==> config.mk <==
export PLATFORM = sky130hd
export DESIGN_NAME = keyed_entry_sorter_flat
export DESIGN_NICKNAME = d
export VERILOG_FILES = /design/src/rtl/core/kes_pkg.sv /design/src/rtl/core/kes_ifs.sv /design/src/rtl/core/kes_ram.sv /design/src/rtl/core/kes_front.sv /design/src/rtl/core/kes_back.sv /design/src/rtl/core/keyed_entry_sorter.sv /design/src/flat_wrapper.sv
export SDC_FILE = /design/constraint.sdc
export NUM_CORES = 2
export LEC_CHECK = 0
export ABC_CLOCK_PERIOD_IN_PS = 8710
export BUFFER_PORTS_ARGS = -buffer_cell sky130_fd_sc_hd__buf_4
export CAP_MARGIN = 20
export CELL_PAD_IN_SITES_DETAIL_PLACEMENT = 1
export CELL_PAD_IN_SITES_GLOBAL_PLACEMENT = 1
export CORE_ASPECT_RATIO = 0.8
export CORE_UTILIZATION = 30
export CTS_CLUSTER_DIAMETER = 60
export DETAILED_ROUTE_END_ITERATION = 16
export PLACE_DENSITY = 0.48
export SLEW_MARGIN = 20
export SYNTH_ARGS = -nofsm -noshare
export SYNTH_HDL_FRONTEND = slang
export SYNTH_SLANG_ARGS = --single-unit
==> constraint.sdc <==
create_clock -name clk -period 8.71 [get_ports clk]
set_input_delay 0.4355 -clock clk [delete_from_list [all_inputs] [get_ports clk]]
set_output_delay 0.4355 -clock clk [all_outputs]
set_load 0.1 [all_outputs]
==> src/rtl/core/kes_pkg.sv <==
// Shared types and constants for the keyed entry sorter.
`default_nettype none

package kes_pkg;

  localparam int KEY_W = 32;
  localparam int TAG_W = 16;

  // Depth of the queue between front and back (power of two)
  localparam int QUEUE_DEPTH = 4;
  localparam int QUEUE_AW    = $clog2(QUEUE_DEPTH);

  // One classified request as it travels from front to back
  typedef struct packed {
    logic [KEY_W-1:0] key;
    logic [TAG_W-1:0] tag;
    logic             last;
    logic             store;   // 1: fits in the store, 0: dropped
  } kes_entry_t;

endpackage

`default_nettype wire

==> src/rtl/core/kes_ifs.sv <==
// Valid/ready channel interfaces for entry requests and sorted results.
`default_nettype none

interface kes_entry_if;
  import kes_pkg::*;
  logic             valid;
  logic             ready;
  logic [KEY_W-1:0] entry_key;
  logic [TAG_W-1:0] entry_tag;
  logic             set_end;

  modport source (output valid, entry_key, entry_tag, set_end, input ready);
  modport sink   (input valid, entry_key, entry_tag, set_end, output ready);
endinterface

interface kes_result_if;
  import kes_pkg::*;
  logic             valid;
  logic             ready;
  logic [KEY_W-1:0] sorted_key;
  logic [TAG_W-1:0] sorted_tag;
  logic             run_end;
  logic             entries_dropped;

  modport source (output valid, sorted_key, sorted_tag, run_end, entries_dropped,
                  input ready);
  modport sink   (input valid, sorted_key, sorted_tag, run_end, entries_dropped,
                  output ready);
endinterface

`default_nettype wire

==> src/rtl/core/kes_ram.sv <==
// Generic single-write, single-read RAM with registered read data.
`default_nettype none

module kes_ram #(
  parameter int WIDTH = 48,
  parameter int DEPTH = 64
) (
  input  wire logic                     clk,
  input  wire logic                     we,
  input  wire logic [$clog2(DEPTH)-1:0] waddr,
  input  wire logic [WIDTH-1:0]         wdata,
  input  wire logic                     re,
  input  wire logic [$clog2(DEPTH)-1:0] raddr,
  output logic      [WIDTH-1:0]         rdata
);

  logic [WIDTH-1:0] mem [DEPTH];

  always_ff @(posedge clk) begin
    if (we) begin
      mem[waddr] <= wdata;
    end
    if (re) begin
      rdata <= mem[raddr];
    end
  end

endmodule

`default_nettype wire

==> src/rtl/core/kes_front.sv <==
// Front end: accepts entry requests, marks store/drop, queues them for the back end.
`default_nettype none

module kes_front #(
  parameter int MAX_ENTRIES = 64
) (
  input  wire logic                clk,
  input  wire logic                rst,
  kes_entry_if.sink                entries,
  output kes_pkg::kes_entry_t      head,
  output logic                     head_valid,
  input  wire logic                pop
);
  import kes_pkg::*;

  localparam int CW = $clog2(MAX_ENTRIES + 1);
  localparam logic [CW-1:0] MAX_CNT = CW'(MAX_ENTRIES);
  localparam logic [QUEUE_AW:0] FULL_FILL = (QUEUE_AW + 1)'(QUEUE_DEPTH);

  logic [CW-1:0]       set_cnt;
  logic [QUEUE_AW-1:0] wr_ptr;
  logic [QUEUE_AW-1:0] rd_ptr;
  logic [QUEUE_AW:0]   fill;
  kes_entry_t          queue [QUEUE_DEPTH];
  kes_entry_t          incoming;
  logic                push;
  logic                do_pop;

  assign entries.ready = (fill != FULL_FILL);
  assign push          = entries.valid && entries.ready;
  assign head_valid    = (fill != '0);
  assign do_pop        = pop && head_valid;
  assign head          = queue[rd_ptr];

  // Classify: entries past capacity are flagged for drop
  always_comb begin
    incoming.key   = entries.entry_key;
    incoming.tag   = entries.entry_tag;
    incoming.last  = entries.set_end;
    incoming.store = (set_cnt < MAX_CNT);
  end

  // Per-set fill count, mirrors the back end's store count
  always_ff @(posedge clk) begin
    if (rst) begin
      set_cnt <= '0;
    end else if (push) begin
      if (entries.set_end) begin
        set_cnt <= '0;
      end else if (incoming.store) begin
        set_cnt <= set_cnt + CW'(1);
      end
    end
  end

  // Queue storage
  always_ff @(posedge clk) begin
    if (push) begin
      queue[wr_ptr] <= incoming;
    end
  end

  // Queue pointers
  always_ff @(posedge clk) begin
    if (rst) begin
      wr_ptr <= '0;
      rd_ptr <= '0;
      fill   <= '0;
    end else begin
      if (push) begin
        wr_ptr <= wr_ptr + QUEUE_AW'(1);
      end
      if (do_pop) begin
        rd_ptr <= rd_ptr + QUEUE_AW'(1);
      end
      priority if (push && !do_pop) begin
        fill <= fill + (QUEUE_AW + 1)'(1);
      end else if (!push && do_pop) begin
        fill <= fill - (QUEUE_AW + 1)'(1);
      end
    end
  end

endmodule

`default_nettype wire

==> src/rtl/core/kes_back.sv <==
// Back end: loads entries into the store, runs the exchange sort, emits results.
`default_nettype none

module kes_back #(
  parameter int MAX_ENTRIES = 64
) (
  input  wire logic                clk,
  input  wire logic                rst,
  input  wire kes_pkg::kes_entry_t head,
  input  wire logic                head_valid,
  output logic                     pop,
  kes_result_if.source             results
);
  import kes_pkg::*;

  localparam int AW = $clog2(MAX_ENTRIES);
  localparam int CW = $clog2(MAX_ENTRIES + 1);
  localparam int DW = KEY_W + TAG_W;

  localparam logic [2:0] S_LOAD  = 3'd0;
  localparam logic [2:0] S_IREAD = 3'd1;
  localparam logic [2:0] S_IWAIT = 3'd2;
  localparam logic [2:0] S_INNER = 3'd3;
  localparam logic [2:0] S_EREAD = 3'd4;
  localparam logic [2:0] S_EWAIT = 3'd5;

  logic [2:0]       state;
  logic [CW-1:0]    cnt;
  logic             ovf;
  logic [AW-1:0]    idx_i;
  logic [CW-1:0]    jr;
  logic [AW-1:0]    jp;
  logic             pend;
  logic [KEY_W-1:0] cur_key;
  logic [TAG_W-1:0] cur_tag;
  logic [AW-1:0]    eidx;

  logic             out_valid;
  logic [KEY_W-1:0] out_key;
  logic [TAG_W-1:0] out_tag;
  logic             out_end;
  logic             out_drop;

  logic             ram_we;
  logic [AW-1:0]    ram_waddr;
  logic [DW-1:0]    ram_wdata;
  logic             ram_re;
  logic [AW-1:0]    ram_raddr;
  logic [DW-1:0]    ram_rdata;

  logic [KEY_W-1:0] rd_key;
  logic [TAG_W-1:0] rd_tag;
  logic             swap;
  logic             more_j;
  logic             last_i;
  logic             last_e;
  logic             out_free;

  assign rd_key   = ram_rdata[DW-1:TAG_W];
  assign rd_tag   = ram_rdata[TAG_W-1:0];
  // Pair (i,j) exchanges when a[i] < a[j]; a[i] lives in cur_key
  assign swap     = pend && (jp != idx_i) && (cur_key < rd_key);
  assign more_j   = (jr < cnt);
  assign last_i   = ((CW'(idx_i) + CW'(1)) == cnt);
  assign last_e   = ((CW'(eidx) + CW'(1)) == cnt);
  assign out_free = !out_valid || results.ready;
  assign pop      = (state == S_LOAD) && head_valid;

  assign results.valid           = out_valid;
  assign results.sorted_key      = out_key;
  assign results.sorted_tag      = out_tag;
  assign results.run_end         = out_end;
  assign results.entries_dropped = out_drop;

  kes_ram #(
    .WIDTH (DW),
    .DEPTH (MAX_ENTRIES)
  ) u_store (
    .clk   (clk),
    .we    (ram_we),
    .waddr (ram_waddr),
    .wdata (ram_wdata),
    .re    (ram_re),
    .raddr (ram_raddr),
    .rdata (ram_rdata)
  );

  // Store port control
  always_comb begin
    ram_we    = 1'b0;
    ram_waddr = cnt[AW-1:0];
    ram_wdata = {head.key, head.tag};
    ram_re    = 1'b0;
    ram_raddr = idx_i;
    unique case (state)
      S_LOAD: begin
        ram_we = head_valid && head.store;
      end
      S_IREAD: begin
        ram_re = 1'b1;
      end
      S_IWAIT: begin
        ram_re    = 1'b1;
        ram_raddr = '0;
      end
      S_INNER: begin
        if (pend) begin
          ram_we    = swap;
          ram_waddr = jp;
          ram_wdata = {cur_key, cur_tag};
          ram_re    = more_j;
          ram_raddr = jr[AW-1:0];
        end else begin
          // inner pass done: write back a[i], fetch a[i+1]
          ram_we    = 1'b1;
          ram_waddr = idx_i;
          ram_wdata = {cur_key, cur_tag};
          ram_re    = !last_i;
          ram_raddr = idx_i + AW'(1);
        end
      end
      S_EREAD: begin
        ram_re    = 1'b1;
        ram_raddr = eidx;
      end
      S_EWAIT: begin
        ram_re = 1'b0;
      end
      default: begin
        ram_re = 1'b0;
      end
    endcase
  end

  // Sequencer
  always_ff @(posedge clk) begin
    if (rst) begin
      state     <= S_LOAD;
      cnt       <= '0;
      ovf       <= 1'b0;
      pend      <= 1'b0;
      out_valid <= 1'b0;
    end else begin
      // Output register: load on emit, clear once taken
      if (state == S_EWAIT && out_free) begin
        out_valid <= 1'b1;
      end else if (results.ready) begin
        out_valid <= 1'b0;
      end
      unique case (state)
        S_LOAD: begin
          if (head_valid) begin
            if (head.store) begin
              cnt <= cnt + CW'(1);
            end else begin
              ovf <= 1'b1;
            end
            if (head.last) begin
              idx_i <= '0;
              state <= S_IREAD;
            end
          end
        end
        S_IREAD: begin
          state <= S_IWAIT;
        end
        S_IWAIT: begin
          cur_key <= rd_key;
          cur_tag <= rd_tag;
          jp      <= '0;
          jr      <= CW'(1);
          pend    <= 1'b1;
          state   <= S_INNER;
        end
        S_INNER: begin
          if (pend) begin
            if (swap) begin
              cur_key <= rd_key;
              cur_tag <= rd_tag;
            end
            if (more_j) begin
              jp <= jr[AW-1:0];
              jr <= jr + CW'(1);
            end else begin
              pend <= 1'b0;
            end
          end else if (last_i) begin
            eidx  <= '0;
            state <= S_EREAD;
          end else begin
            idx_i <= idx_i + AW'(1);
            state <= S_IWAIT;
          end
        end
        S_EREAD: begin
          state <= S_EWAIT;
        end
        S_EWAIT: begin
          if (out_free) begin
            out_key   <= rd_key;
            out_tag   <= rd_tag;
            out_end   <= last_e;
            out_drop  <= ovf;
            if (last_e) begin
              cnt   <= '0;
              ovf   <= 1'b0;
              state <= S_LOAD;
            end else begin
              eidx  <= eidx + AW'(1);
              state <= S_EREAD;
            end
          end
        end
        default: begin
          state <= S_LOAD;
        end
      endcase
    end
  end

endmodule

`default_nettype wire

==> src/rtl/core/keyed_entry_sorter.sv <==
// A set of entries is sorted once its closing request leaves the queue; the
// sorted results then leave one at a time, each read back from the store.
// Sorting is bounded by the pairwise compare loop, one pair per cycle on the
// single-read store port.
// Requests queue in a 4-deep buffer while the back end sorts or emits.
// Reset (synchronous, rst high) empties the queue and clears counts and flags.
`default_nettype none

module keyed_entry_sorter #(
  parameter int MAX_ENTRIES = 64
) (
  input  wire logic    clk,
  input  wire logic    rst,
  kes_entry_if.sink    entries,
  kes_result_if.source results
);
  import kes_pkg::*;

  kes_entry_t head;
  logic       head_valid;
  logic       pop;

  kes_front #(
    .MAX_ENTRIES (MAX_ENTRIES)
  ) u_front (
    .clk        (clk),
    .rst        (rst),
    .entries    (entries),
    .head       (head),
    .head_valid (head_valid),
    .pop        (pop)
  );

  kes_back #(
    .MAX_ENTRIES (MAX_ENTRIES)
  ) u_back (
    .clk        (clk),
    .rst        (rst),
    .head       (head),
    .head_valid (head_valid),
    .pop        (pop),
    .results    (results)
  );

endmodule

`default_nettype wire

==> src/flat_wrapper.sv <==
// flat-port wrapper written by rule: the top's interface ports become plain ports
module keyed_entry_sorter_flat import kes_pkg::*;
#(
  parameter int MAX_ENTRIES = 64
)
  (clk, rst, entries_valid, entries_entry_key, entries_entry_tag, entries_set_end, entries_ready, results_valid, results_sorted_key, results_sorted_tag, results_run_end, results_entries_dropped, results_ready);
  kes_entry_if entries_i ();
  kes_result_if results_i ();
  input  wire logic clk;
  input  wire logic rst;
  input wire logic [$bits(entries_i.valid)-1:0] entries_valid;
  input wire logic [$bits(entries_i.entry_key)-1:0] entries_entry_key;
  input wire logic [$bits(entries_i.entry_tag)-1:0] entries_entry_tag;
  input wire logic [$bits(entries_i.set_end)-1:0] entries_set_end;
  output wire logic [$bits(entries_i.ready)-1:0] entries_ready;
  output wire logic [$bits(results_i.valid)-1:0] results_valid;
  output wire logic [$bits(results_i.sorted_key)-1:0] results_sorted_key;
  output wire logic [$bits(results_i.sorted_tag)-1:0] results_sorted_tag;
  output wire logic [$bits(results_i.run_end)-1:0] results_run_end;
  output wire logic [$bits(results_i.entries_dropped)-1:0] results_entries_dropped;
  input wire logic [$bits(results_i.ready)-1:0] results_ready;
  assign entries_i.valid = entries_valid;
  assign entries_i.entry_key = entries_entry_key;
  assign entries_i.entry_tag = entries_entry_tag;
  assign entries_i.set_end = entries_set_end;
  assign entries_ready = entries_i.ready;
  assign results_valid = results_i.valid;
  assign results_sorted_key = results_i.sorted_key;
  assign results_sorted_tag = results_i.sorted_tag;
  assign results_run_end = results_i.run_end;
  assign results_entries_dropped = results_i.entries_dropped;
  assign results_i.ready = results_ready;
  keyed_entry_sorter #(.MAX_ENTRIES(MAX_ENTRIES)) u_core (.clk(clk), .rst(rst), .entries(entries_i), .results(results_i));
endmodule
* Word-level counts from Yosys, hierarchy flattened
Memories as Yosys holds them, arrays and structs flattened. A register that Yosys moved wholly into a read port is not among the register bits. Cells that the tools add are included.
Cells by class: equal/unequal tests 22, reduce and logical (&&, ||, !) cells 33, $lt $le $gt $ge 3, $add $sub $neg 11, bitwise gates (word level) 1, multiplexer cells 63
Operators with widths (count):
- $mux 6 | 13
- $mux 32 | 2
- $pmux 32 s2 | 1
- $mux 7 | 8
- $mux 48 | 1
- $pmux 6 s2 | 3
- $lt 32x32->1 | 1
- $mux 16 | 2
- $pmux 16 s2 | 1
- $pmux 7 s2 | 2
- $mux 3 | 8
- $ne 2x2->1 const B | 12
- $add 7x1->7 const B | 3
- $pmux 3 s6 | 1
- $pmux 6 s3 | 1
- $add 6x1->7 const B | 2
- $eq 7x7->1 | 2
- $mux 1 | 14
- $reduce_bool 2->1 | 7
- $add 6x1->6 const B | 2
- $reduce_and 4->1 | 3
- $reduce_and 6->1 | 2
- $reduce_and 5->1 | 2
- $logic_and 1x1->1 | 9
- other kinds (21) | 31
Storage, ports and cells: register bits 150, output and inout bits 52, logic and storage cells 154, input port bits 53, memories 2, RAM bits 3272
Memory list:
- u_core.u_back.u_store.mem | words 64, bits a word 48, read ports 1, clocked after memory_dff 1, write ports 1, RTL line kes_ram.sv:17 | logic [WIDTH-1:0] mem [DEPTH];
- u_core.u_front.queue | words 4, bits a word 50, read ports 1, clocked after memory_dff 1, write ports 1, RTL line kes_front.sv:24 | kes_entry_t queue [QUEUE_DEPTH];

* Depth between registers and ports, before layout
depth in word-level cells 7, gate-level depth with buffers 14, mapped depth without buffers 10

* Modules after synthesis
A second synthesis with hierarchy kept.
Unflattened totals: cells, all modules 6031, area total of the unflattened synthesis 132786.1 um^2
By module, submodules not included:
- kes_ram | area each 117674.1 um^2, times used 1, cells an instance 4989
- kes_front | area each 7975.1 um^2, times used 1, cells an instance 347
- kes_back | area each 7136.8 um^2, times used 1, cells an instance 695

* Worst setup path after synthesis
No wires, ideal clock.
path type reg-to-reg, from register u_core.u_back.cnt[1], to register u_core.u_back.u_store.rdata[0] (read register of u_core.u_back.u_store.mem), enable pin, slack 2.413 ns, stages on the path, launching flop included 11, arrival 5.756 ns, library setup time 0.541 ns, path through dfxtp_1 > clkbuf_1 > inv_1 > ha_1 > a21o_1 > a21o_1 > a21o_1 > a21o_1 > a21oi_1 > o21ai_0 > a311oi_1
On the way: word-level cells in the longest chain between the ends 4, elaborated cells between the ends (all ways) 5, those cells by class 1 x order compare; 1 x eq/ne; 2 x mux; 1 x reduce/logical
Ends and longest elaborated chain:
- from (decl) | RTL line kes_back.sv:28 | logic [CW-1:0] cnt;
- from (signal assigned) | RTL line kes_back.sv:154 | cnt <= cnt + CW'(1);
- parallel branches: the longest is 2 deep, another holds $lt 7x7->1
- $mux 1 (*) | RTL line kes_back.sv:107 | if (pend) begin
- $pmux 1 s2 (*) | RTL line kes_back.sv:95 | unique case (state)
- named net u_core.u_back.ram_re | RTL line kes_back.sv:47 | logic ram_re;
- to (decl) | RTL line kes_ram.sv:14 | output logic [WIDTH-1:0] rdata
Mark *: on every way through the listed nets, which the timed path passes. A chain may end at the register's enable or synchronous reset.

* Final worst setup path
from register u_core.u_back.state[0], to register u_core.u_back.u_store.rdata[27] (read register of u_core.u_back.u_store.mem) (data pin)
On the way: word-level cells in the longest chain between the ends 3, elaborated cells between the ends (all ways) 7, those cells by class 4 x eq/ne; 2 x mux; 1 x reduce/logical
Ends and longest elaborated chain:
- from (decl) | RTL line kes_back.sv:27 | logic [2:0] state;
- from (signal assigned) | RTL line kes_back.sv:138 | state <= S_LOAD;
- from (signal assigned) | RTL line kes_back.sv:160 | state <= S_IREAD;
- from (signal assigned) | RTL line kes_back.sv:165 | state <= S_IWAIT;
- $eq 3x3->1, or another cell as far along | RTL line kes_back.sv:95
- $reduce_or 3->1 (no line)
- $pmux 1 s2 | RTL line kes_back.sv:95
Several ways; a longest one is shown, not always the timed one.

==> summary.txt <==
Logic synthesis
  – Post-synth top area cell: edfxtp_1
  – Mux contribution to synthesized area: 6.582%
  – Most frequent cell after synthesis: edfxtp_1
  – Synth Area in XOR/XNOR: 0.3252%
  – Compound-cell area share of the yosys netlist: 5.288%
  – Synth top area share: 76.56%
  – Yosys cell types: 72
  – Avg Synthesized Cell Area: 15.45 um^2
  – Ys async rst share: 0%
  – Synth area leaders: edfxtp_1 (77%), mux2i_1 (5.7%), nand2_1 (4.8%)
  – Flops & latches, synth: 3472
  – Adder-cell share of the synthesized area: 0.4503%
  – Main combinational cell family by area after synthesis: simple AND/OR/NAND/NOR gates
  – Syn_nets: 8840
  – Synth warn: 0
  – Top FF cell, synth: edfxtp_1
  – Cells after Synth: 8739
  – Sequential share of the synthesized area: 76.99%
  – Synth Area in Simple Gates: 8.402%
  – Top cells by count, synth: edfxtp_1 (3443), nand2_1 (1742), mux2i_1 (771)
  – Post-synth EDFFs: 3443
  – Synth Cell Area: 135000 um^2

Place
  – Dpl cell area: 144600 um^2
  – Setup WS pre-CTS: 2.671 ns
  – PortBufs: 104
  – Placer Congestion: 0.7867
  – HPWL after DPL: 288.0 mm

Setup path
  – Slowest cell on crit path: dfxtp_1
  – CP Class: reg -> reg
  – Worst r2r path cells: 11
  – CP delay by family, top: simple AND/OR/NAND/NOR gates
  – Crit path DAT: 6.95 ns
  – CP cell instances: and4bb_2 -> nand2_1 -> a2bb2oi_4 -> buf_4 -> buf_12 -> buf_4 -> mux2i_1 -> o22ai_1 -> o21ai_0 -> nand4_1 -> or3_1
  – Worst Path Buf+Inv: 3
  – WP depth: 11
  – Crit path capture type: flop
  – CP Launch Type: flop
  – Slowest cell delay on critical path: 0.85 ns
  – Worst-path maximum fanout: 50
  – WP data required: 9.43 ns
  – Critical path's most frequent cell: buf_4

Timing
  – Setup Viol. Count Final: 0
  – Crit share post-route: 71.49%
  – Final min period: 6.227 ns
  – Max Clk Rate: 0.1606 GHz
  – Final Hold Viols: 0
  – RSZ-0062 raised after global routing: false
  – Post-route worst setup slack: 2.483 ns
  – Clock Skews: 0.05199 ns
  – Slew Viols, Final: 0
  – Setup tns final: 0 ns
  – Worst-Margin Slew: 1.250 ns
  – Slew headroom: 15.92%

Power
  – Peak supply drop: 0.0002887 V
  – Total Power: 53.08 mW
  – Leak pwr: 51.02 nW
  – PwrDens: 339.5 nW/um^2

Floorplan
  – Top-Level Pins: 105
  – Die Ht: 602.1 um
  – Starting Density: 30.25%
  – Die area: 452800 um^2
  – Die width: 752.1 um
  – Core ar.: 446400 um^2
  – Rows: 219

Global routing
  – First-pass GRT wire length: 664.2 mm
  – Largest net degree at the start of global routing: 127
  – Number of global-route vias before repair: 79749
  – Gr usage total: 20.65%
  – Initial antenna violation count: 63
  – Global route overflow: 0

Clock network
  – Bufs on Longest Clock Path: 4
  – Post CTS Setup Buffer Count: 0
  – Num Clock Sinks: 3472
  – Later-pin clock latency in the skew report: 0.99 ns
  – CTS clk-pin slew, worst paths: 0.06 ns
  – Total CTS buffers: 360
  – TritonCTS clock tree: done
  – Root Buffer: clkbuf_16
  – H-tree levels: 5

Detailed routing
  – DR WL/cell: 31.51 um
  – Detailed Routing Iterations Pass 1: 5
  – DRC: 0
  – DRT iter0 DRCs: 8396
  – WL final: 482.1 mm
  – Vias per cell: 5.240
  – Remaining antenna violation count after routing: 0
  – Via Count: 80144

Finish
  – Final std cell area, no fill: 156300 um^2
  – Share of cells above drive strength 1: 11.69%
  – Syn-to-layout area delta: 15.76%
  – Core Util, Final: 35.02%
  – Nets: 9116

Hold path
  – Hold Path Stages: 2
  – Hold WC Path Type: in -> reg

Run status
  – Outcome: finished, final reports clean

Job
  – Max-cap violations: 0
## repair_timing
item,4_1_cts,5_1_grt
endpoints found under the setup margin,0,0
hold endpoints to repair,218,0
resized for setup,0,0
hold buffers,53,0
## layout by cell type, fill, tap and decap left out, types with 17 or more instances in the layout
master	count
a21o_1	18
a21oi_1	315
a31oi_1	96
a32oi_1	96
and2_1	19
buf_12	37
buf_4	340
bufinv_16	18
clkbuf_1	77
clkbuf_16	365
clkinv_1	91
clkinv_2	54
dfxtp_1	27
diode_2	32
dlygate4sd3_1	53
edfxtp_1	3443
ha_1	47
inv_1	51
mux2i_1	771
mux4_2	52
nand2_1	1692
nand2_4	44
nand3_1	353
nand4_1	159
nor2_1	51
nor2_4	40
nor2b_4	32
nor3_1	53
nor4_1	48
o211ai_1	49
o21ai_0	118
o21ai_1	84
o22ai_1	289
o311ai_1	39
or3_1	51
xnor2_1	28
xor2_1	17
## metal layers
| layer | wire length, um | vias to the layer above | share of wire, % | global-route usage, % |
|---|---|---|---|---|
| li1 | - | 34045 | - | - |
| met1 | 236700 | 43156 | 49 | 31.94 |
| met2 | 205200 | 2451 | 43 | 30.36 |
| met3 | 33110 | 468 | 6.9 | 4.011 |
| met4 | 6904 | 24 | 1.4 | 3.215 |
| met5 | 161 | - | 0.033 | 0 |
## layout make-up
class	instances	area, um^2
antenna	32	80.08
timing repair buffer	437	3943
inverter	51	191.4
clock inverter	198	1639
tap	5967	7466
multi-input combinational	4693	29550
fill	45323	290000
sequential	3472	104000
clock buffer	446	9478
## cell families after synthesis
kind of cell,count (synthesis)
adder cells (fa/ha/maj),48
AO/OA/AOI/OAI,1156
buffers and inverters,574
XOR/XNOR,47
AND/OR/NAND/NOR,2619
multiplexers,823
flip-flops,3472
## final timing paths
check	start	endpoint	slack (ns)
worst min register to register	u_core.u_back.ovf	u_core.u_back.results.entries_dropped	0.47
worst max register to register	u_core.u_back.state[0]	u_core.u_back.u_store.rdata[27]	2.48
worst min-delay path	entries_entry_key[15]	u_core.u_front.queue[2][33]	0.19
worst max-delay path	u_core.u_back.state[0]	u_core.u_back.u_store.rdata[27]	2.48
## state kept, by name, indices dropped and copies added, names as in the netlist, 6 cells and up, named ones only
register,flops
u_core.u_back.jp,6
u_core.u_back.u_store.rdata,48
u_core.u_back.cur_key,32
u_core.u_front.queue,200
u_core.u_back.cnt,7
u_core.u_back.idx_i,6
u_core.u_back.cur_tag,16
u_core.u_back.results.sorted_key,32
u_core.u_front.set_cnt,7
u_core.u_back.jr,7
u_core.u_back.results.sorted_tag,16
u_core.u_back.eidx,6
u_core.u_back.u_store.mem,3072
## per-stage QoR
stage               std cells  hold WS, ns
floorplan                8739       0.4090
CTS                     15262      0.09608
detailed placement      14565       0.4667
finish                  15296       0.1897
global placement        14547       0.4681
global route            15267       0.1512
## worst reg2reg max path, delay by kind of cell (launching register included)
| kind | cells | cell delay (ns) |
|---|---|---|
| multiplexers | 1 | 0.27 |
| flip-flops | 1 | 0.85 |
| AND/OR/NAND/NOR | 4 | 1.81 |
| AO/OA/AOI/OAI | 3 | 1.60 |
| buffers and inverters | 3 | 1.48 |
## power by group
group,switching [mW],total [mW],internal (mW),leakage [nW]
sequential,0.747,22.2,21.4,31.3
combinational,12.2,15.9,3.64,14.3
clock,6.75,15.0,8.27,5.41
total,19.7,53.1,33.4,51.0
Power figures use the tool's default switching activity.
